===== config.mk =====
export PLATFORM = sky130hd
export DESIGN_NAME = scpa_rmul
export DESIGN_NICKNAME = d
export VERILOG_FILES = /design/src/sv/scpa_rmul.sv
export SDC_FILE = /design/constraint.sdc
export NUM_CORES = 1
export LEC_CHECK = 0
export BUFFER_PORTS_ARGS = -buffer_cell sky130_fd_sc_hd__buf_2
export CORE_AREA = 4 4 108 212
export DETAILED_ROUTE_END_ITERATION = 10
export DIE_AREA = 0 0 112 216
export GPL_TIMING_DRIVEN = 0
export SETUP_SLACK_MARGIN = 0.4
export SYNTH_ARGS = -nofsm -noshare
export SYNTH_HDL_FRONTEND = slang
export SYNTH_SLANG_ARGS = --single-unit

===== constraint.sdc =====
create_clock -name clock -period 8.05 [get_ports clock]
set_input_delay 1.2075 -clock clock [delete_from_list [all_inputs] [get_ports clock]]
set_output_delay 1.2075 -clock clock [all_outputs]
set_load 0.02 [all_outputs]

===== src/sv/scpa_rmul.sv =====
`timescale 1ns / 1ps
// ----------------------------------------------------------------------------
// scpa_rmul
// Registered unsigned multiply with round-half-up right shift.
// ----------------------------------------------------------------------------
module scpa_rmul #(
   parameter int AW    = 16,
   parameter int BW    = 16,
   parameter int SHIFT = 8,
   parameter int PW    = 24
) (
   input  logic          clock,
   input  logic          en,
   input  logic [AW-1:0] a,
   input  logic [BW-1:0] b,
   output logic [PW-1:0] p_ff
);

   localparam int FW = AW + BW + 1;

   logic [FW-1:0] prod;
   logic [FW-1:0] sum;
   logic [PW-1:0] p_in;

   assign prod = FW'(a) * FW'(b);
   assign sum  = prod + (FW'(1) << (SHIFT - 1));
   assign p_in = PW'(sum >> SHIFT);

   always_ff @(posedge clock) begin
      if (en) begin
         p_ff <= p_in;
      end
   end

endmodule

==> results of run 1 <==
-- placed cells by master, fill, tap and decap left out, types with 3 or more instances in the layout --
master,instances
sky130_fd_sc_hd__fa_1,194
sky130_fd_sc_hd__clkbuf_1,20
sky130_fd_sc_hd__nor2_1,6
sky130_fd_sc_hd__inv_1,235
sky130_fd_sc_hd__and4_1,5
sky130_fd_sc_hd__buf_2,58
sky130_fd_sc_hd__clkbuf_16,3
sky130_fd_sc_hd__edfxtp_1,24
sky130_fd_sc_hd__and2_1,135
sky130_fd_sc_hd__clkbuf_2,17
sky130_fd_sc_hd__nand3_1,3
sky130_fd_sc_hd__a211oi_1,3
sky130_fd_sc_hd__a21oi_1,27
sky130_fd_sc_hd__and3_1,3
sky130_fd_sc_hd__o21bai_1,4
sky130_fd_sc_hd__o21a_1,3
sky130_fd_sc_hd__xnor2_1,14
sky130_fd_sc_hd__nand2_1,142
sky130_fd_sc_hd__a21o_1,11
sky130_fd_sc_hd__o21ai_0,15
sky130_fd_sc_hd__nand4_1,11
sky130_fd_sc_hd__xor2_1,12
sky130_fd_sc_hd__nand2b_1,3
sky130_fd_sc_hd__ha_1,111
-- per-stage QoR --
| step | setup slack, ns | area [sq um] |
|---|---|---|
| 2_1_floorplan | 1.332 | 9448 |
| 3_3_place_gp | 0.1760 | 10070 |
| 3_5_place_dp | 0.2296 | 10070 |
| 4_1_cts | 0.4895 | 10170 |
| 5_1_grt | 0.4005 | 10200 |
| 6_report | 0.6878 | 10200 |
-- layer usage --
metal | global-route usage | vias to the layer above | wire length, um
met5 | 0 | - | 0
met4 | 0.1400 | 0 | 2083
met3 | 0.02438 | 103 | 890
met2 | 0.4369 | 178 | 14730
met1 | 0.2291 | 3625 | 8685
li1 | - | 3252 | -
-- layout make-up --
type	instances	area [sq um]
well taps	269	336.6
repair buffers	57	285.3
diodes	1	2.502
multi-input cells	733	7686
fillers	2093	10920
inverters	235	882.1
plain buffers	40	180.2
clock inverters	1	30.03
flip-flops and latches	24	720.7
clock buffers	3	75.07
-- worst max-delay path, delay by kind of cell --
family / cells / cell delay [ns]
buf+inv: 5 / 0.84
simple gates: 6 / 1.26
compound gates: 1 / 0.36
fa+ha+maj: 7 / 3.54
xor+xnor: 1 / 0.15
-- how the worst max path moves through the flow --
stage | slack (ns) | start | to | depth (start not counted)
2_1_floorplan | 1.33 | b[1] | p_ff[16] | 20
3_3_place_gp | 0.18 | a[6] | p_ff[21] | 23
3_5_place_dp | 0.23 | a[6] | p_ff[21] | 23
4_1_cts | 0.49 | a[6] | p_ff[21] | 23
5_1_grt | 0.40 | b[5] | p_ff[21] | 22
6_report | 0.69 | a[15] | p_ff[21] | 20
-- timing repair --
item,in CTS,in global routing
setup endpoints to repair,0,2
gates resized for setup,0,35
setup buffers,0,0
-- logic make-up after synthesis --
| logic type | after synthesis | synth area share |
|---|---|---|
| XOR/XNOR | 26 | 0.02410 |
| AO/OA/AOI/OAI | 84 | 0.05801 |
| flip-flops | 24 | 0.07628 |
| adder cells (fa/ha/maj) | 305 | 0.5581 |
| buffers and inverters | 275 | 0.1102 |
| AND/OR/NAND/NOR | 318 | 0.1734 |
==> summary.md, run 1 <==
After routing, the total negative slack on setup checks comes to 0 ns. Data on the critical path arrives at its endpoint at 7.38 ns. The core region is 0.02111 sq mm. Entering global routing, the biggest net connects 25 pins.

The cell count after synthesis came out at 1032. The largest registers in the layout are p_ff x24. The TritonCTS sink count came out at 24.

The clock transition at the registers of the reported paths is 0.06 ns. After synthesis the netlist holds a flip-flop and latch count of 24. sky130_fd_sc_hd__fa_1 takes more of the synthesized area than any other cell. The first global-routing pass estimated 42.81 mm of wire.

The count of H-tree levels built during CTS was 1. In this run the vertical extent of the chip is 216 um. The flow ran to the end, and the final reports show no timing, DRC or antenna violations.

The depth of the worst hold-timing path was 1; the final HPWL from detailed placement was 22.92 mm. By startpoint and endpoint, the worst setup path is classified as primary input to register. The number of DRC violations after detailed-routing iteration 0 is 265, and the number of nets in the synthesized netlist is 1371. The fraction of the core area covered by cells at the end of the flow was 0.4830; the area fraction of the dominant cell type after synthesis was 0.4111. By area the synthesized netlist is led by sky130_fd_sc_hd__fa_1 41%, sky130_fd_sc_hd__ha_1 15%, sky130_fd_sc_hd__inv_1 9.3%.

The number of max-slew violations in the final report is 0, and the final critical-path share of the clock period is 0.9146. The full die area was 0.02419 sq mm. Ratio of routed vias to standard cells: 5.252.

The prevailing post-synth register cell was sky130_fd_sc_hd__edfxtp_1. Share of flip-flops with an asynchronous set or reset: 0. On the critical path, the stage with the largest delay is an instance of sky130_fd_sc_hd__fa_1. Number of flip-flops under the largest register name: 24.

The run gives 48 as the post-synthesis cell type count. For this design, the CTS-stage hold fixing added 0 buffers. The tree is rooted in a sky130_fd_sc_hd__clkbuf_16. For the pin with the worst max-slew slack, the measured transition is 0.7080 ns. Most frequent cell after synthesis: sky130_fd_sc_hd__inv_1. The signal on the critical path passes through buf_2 > clkbuf_1 > nand2_1 > fa_1 > fa_1 > inv_1 > fa_1 > fa_1 > fa_1 > inv_1 > fa_1 > inv_1 > ha_1 > and4_1 > and2_1 > nand4_1 > or3_1 > a31oi_1 > nor2_1 > xnor2_1. Setup violations remaining at the end of the flow were counted as 0. Wires add up to 26.39 mm. The synthesized area was 0.009448 sq mm; the maximum number of buffers from clock root to sink was 2. The run gives 0.9153 as the routability congestion estimate.

In this run the worst hold path is classified as primary input to register. The tools report the worst hold margin as 1.456 ns. The number of iterations in the first detailed-routing pass is 7, and the final cell count without fillers is 1363.

The share of synthesized area occupied by flip-flops and latches is 0.07628, and the time the worst path needs with I/O delays and setup is 7.362 ns. The number of top-level pins is 58. For the count of nets after finishing, the log shows 1433. In this run the core area contains 75 standard-cell rows.

TritonCTS built the clock tree. Along the worst path, the maximum fanout reaches 10. The worst setup path is captured at a register. STA classifies the critical path startpoint as a primary input. The final route contains 7158 vias. The data required time at the worst endpoint was 8.06 ns; the number of global-route vias before repair was 8184. The final number of hold-violating endpoints is 0, and the area overhead of the layout relative to synthesis is 7.946%. Global router's overall resource usage: 0.2276. The die is 112 um wide. The count of buffers from port buffering came out at 57. The average instance in the mapped netlist occupies 9.155 sq um. Ranked by instance count, the synthesized netlist is headed by 235 x sky130_fd_sc_hd__inv_1, 194 x sky130_fd_sc_hd__fa_1, 142 x sky130_fd_sc_hd__nand2_1, 135 x sky130_fd_sc_hd__and2_1, 111 x sky130_fd_sc_hd__ha_1. During synthesis, Yosys emitted a total of 0 warnings.

The synthesized design contains 24 enable-type register cells. Setup repair after global routing left no endpoint under its margin. Based on the critical path, the design can be clocked at up to 0.1358 GHz.

For the cell count after placement, the log shows 1358. Cell repeated most along the worst path: sky130_fd_sc_hd__fa_1. Across the run, the number of max-cap violations was 0.

On the worst path, the slowest cell contributes a delay of 0.57 ns. In this run, CTS created clock tree buffers numbering 3. For this run, design rule violations remaining after detail routing come to 0. Counting flops per register, the top entry is p_ff.

The initial core utilization came out at 0.4475. Number of antenna violations at the first check in global routing: 1. The beginning of the worst hold path was en. Global routing finished with a remaining overflow of 0. The worst hold path terminates at p_ff[23]. Fraction of layout instances using a drive strength above 1: 0.08051. The count of nets left with antenna violations once routing finished came out at 0. Dividing the detail-routed wire length by the instance count gives 19.36 um. The relative slew slack was 0.5240.
Power of run 1 is not shown: default switching activity piles up to over one toggle a cycle in this logic, so the estimate is an artifact.
==> run 2: changes to the inputs <==
- RECOVER_POWER: default -> 100
==> run 2 against run 1 <==
Against the previous run: setup slack worse by 0.28 ns; worst hold slack better by 0.32 ns; global-route usage unchanged; non-clock buffer count unchanged; sequential cell count is the same; clock-buffer cell count unchanged; critical endpoint is now p_ff[20].
==> summary.md, run 2 (synthesized netlist as in run 1, its figures left out) <==
Number of flip-flops under the largest register name: 24 (unchanged). The die width works out to 112 um (unchanged). The data required time at the worst endpoint came out at 8.06 ns (about the same). The final critical-path share of the clock period is 0.9490 (+0.03449), and the peak clock frequency supported by timing is 0.1309 GHz (-3.6%). Time the worst path needs with I/O delays and setup: 7.640 ns (+0.2776 ns).

The number of iterations in the first detailed-routing pass was 6 (-1); the area of combinational cells with multiple inputs was 0.007684 sq mm (about the same). Area of all placed cells without fillers: 0.01016 sq mm (-0.36%). The final cell count without fillers came out at 1363 (unchanged). The startpoint-to-endpoint class of the critical path was primary input to register. The maximum fanout count along the critical path is 10 (unchanged), and the final number of hold-violating endpoints is 0 (unchanged).

The detailed-route wire length per cell came out at 19.41 um (+0.25%). TritonCTS built the clock tree. The first-pass GRT wire length was 42.81 mm (unchanged); the count of nets after finishing was 1433 (unchanged). The run gives 2103 (+0.48%) as the number of fill cells. The kind of capture point of the worst setup path was a register.

Transition time at the pin with the least slew margin: 1.265 ns (+0.5570 ns). For the global router's overall resource usage, the log shows 0.2276 (unchanged). The most common library cell in the layout ignoring fill and taps is sky130_fd_sc_hd__inv_1. For the largest net degree at the start of global routing, the log shows 25 (unchanged).

STA classifies the critical path startpoint as a primary input. The vertical die dimension is 216 um (unchanged). The post-route setup TNS is 0 ns (unchanged). The CTS buffer count is 3 (unchanged), and the quantity of gates resized following cts is 0 (unchanged). The number of top-level pins is 58 (unchanged), and the area overhead of the layout relative to synthesis is 7.561%. The fraction of layout instances using a drive strength above 1 came out at 0.05398 (-0.02653). Number of global-route vias before repair: 8184 (unchanged).

The flow ran to the end, and the final reports show no timing, DRC or antenna violations. The count of buffers from port buffering works out to 57 (unchanged). The largest registers in the layout are p_ff x24. The most critical setup path has its endpoint at p_ff[20]. The placed cell area is 0.01007 sq mm (unchanged), and the routability congestion estimate is 0.9153 (unchanged). The number of max-slew violations in the final report was 0 (unchanged); the relative slew slack was 0.1567 (-0.3673). The tools report the area occupied by registers as 720.7 sq um (unchanged).

The cell repeated most along the worst path is sky130_fd_sc_hd__fa_1. The logs give 0.4813 (-0.001718) for the fraction of the core area covered by cells at the end of the flow and 7.65 ns (+0.27 ns) for the data arrival time of the critical path. The number of DRC violations after detailed-routing iteration 0 is 269 (+1.5%), and the final-report setup violation count is 0 (unchanged). The number of remaining DRC errors came out at 0 (unchanged). Number of vias after detailed routing: 7190 (+0.45%).

The full die area came out at 0.02419 sq mm (unchanged). The cell count after placement was 1358 (unchanged). Clock transition at the registers of the reported paths: 0.06 ns (about the same). The antenna violation net count after detailed routing is 0 (unchanged). The library cell used as clock root buffer is sky130_fd_sc_hd__clkbuf_16. Maximum number of buffers from clock root to sink: 2 (unchanged). The worst hold path belongs to the class primary input to register. Worst-path cell with the longest stage delay: sky130_fd_sc_hd__fa_1. Beginning of the critical path: a[9]. The run gives 1 (unchanged) as the number of antenna violations at the first check in global routing.

Register ranked first by flip-flop count: p_ff. The run gives 1 (unchanged) as the count of H-tree levels built during CTS. Delay of the slowest critical-path stage: 0.58 ns (about the same). In the layout the commonest cells are 235 x sky130_fd_sc_hd__inv_1, 194 x sky130_fd_sc_hd__fa_1, 142 x sky130_fd_sc_hd__nand2_1. The number of maximum-capacitance constraint violations came out at 0 (unchanged). The number of standard-cell rows in the floorplan is 75 (unchanged), and the ratio of routed vias to standard cells is 5.275 (+0.45%). For the post-detailed-routing wire length, the log shows 26.46 mm (+0.25%). The total grt overflow is 0 (unchanged). The initial core utilization came out at 0.4475 (unchanged). Setup repair after global routing left no endpoint under its margin. The core region area is 0.02111 sq mm (unchanged). The post-cts hold buffer count is 0 (unchanged), and the final HPWL from detailed placement is 22.92 mm (unchanged). Walking the worst path, the cells encountered are clkbuf_1 > clkbuf_1 > nand2_1 > fa_1 > fa_1 > fa_1 > fa_1 > inv_1 > fa_1 > inv_1 > fa_1 > inv_1 > ha_1 > buf_6 > and2_0 > and2_4 > a221o_2 > a41o_1 > a41oi_2 > o21ai_0 > xor2_1. The logs give 0 (unchanged) for the number of setup buffers added after CTS and 24 (unchanged) for the TritonCTS sink count.
[run 2: changes by cell type in the layout (fill, tap and decap cells not counted)]
cell / before / now
sky130_fd_sc_hd__and2_0: 0 / 1
sky130_fd_sc_hd__and2_4: 2 / 1
sky130_fd_sc_hd__buf_2: 58 / 31
sky130_fd_sc_hd__clkbuf_1: 20 / 47
sky130_fd_sc_hd__o21ai_0: 15 / 17
sky130_fd_sc_hd__o21ai_1: 2 / 0
sky130_fd_sc_hd__o21ba_1: 0 / 1
sky130_fd_sc_hd__o21ba_2: 2 / 1
[run 2: how the worst min path moves through the flow]
stage	start	to	slack [ns]	cells after the start
after floorplan	en	p_ff[0]	1.32	0
after global placement	p_ff[13]	p_ff[13]	1.65	1
after detailed placement	p_ff[11]	p_ff[11]	1.65	1
after CTS	en	p_ff[23]	1.47	1
after global routing	b[0]	p_ff[2]	1.87	5
final	en	p_ff[23]	1.78	1
[run 2: stage by stage]
stage / worst slack, ns / hold slack, ns
2_1_floorplan: 1.332 / 1.320
3_3_place_gp: 0.1760 / 1.655
3_5_place_dp: 0.2296 / 1.651
4_1_cts: 0.4895 / 1.470
5_1_grt: 0.2086 / 1.874
6_report: 0.4102 / 1.776
[run 2: area by class of cell]
type	instances	share of cell area
diodes	1	0.0002462
plain buffers	40	0.01773
clock buffers	3	0.007387
clock inverters	1	0.002955
inverters	235	0.08680
multi-input cells	733	0.7561
flip-flops and latches	24	0.07092
well taps	269	0.03312
repair buffers	57	0.02475
[run 2: critical path: cells and delay by family]
kind                     cells  cell delay [ns]
adder cells (fa/ha/maj)      7             3.38
AND/OR/NAND/NOR              3             0.54
XOR/XNOR                     1             0.16
AO/OA/AOI/OAI                4             1.06
buffers and inverters        6             1.29
[run 2: per-layer routing]
metal / track usage / vias up / share of wire
met2: 0.4369 / 205 / 0.56
li1: - / 3251 / -
met1: 0.2291 / 3631 / 0.33
met4: 0.1400 / 0 / 0.078
met5: 0 / - / 0
met3: 0.02438 / 103 / 0.036
Power of run 2 is left out for the same reason.
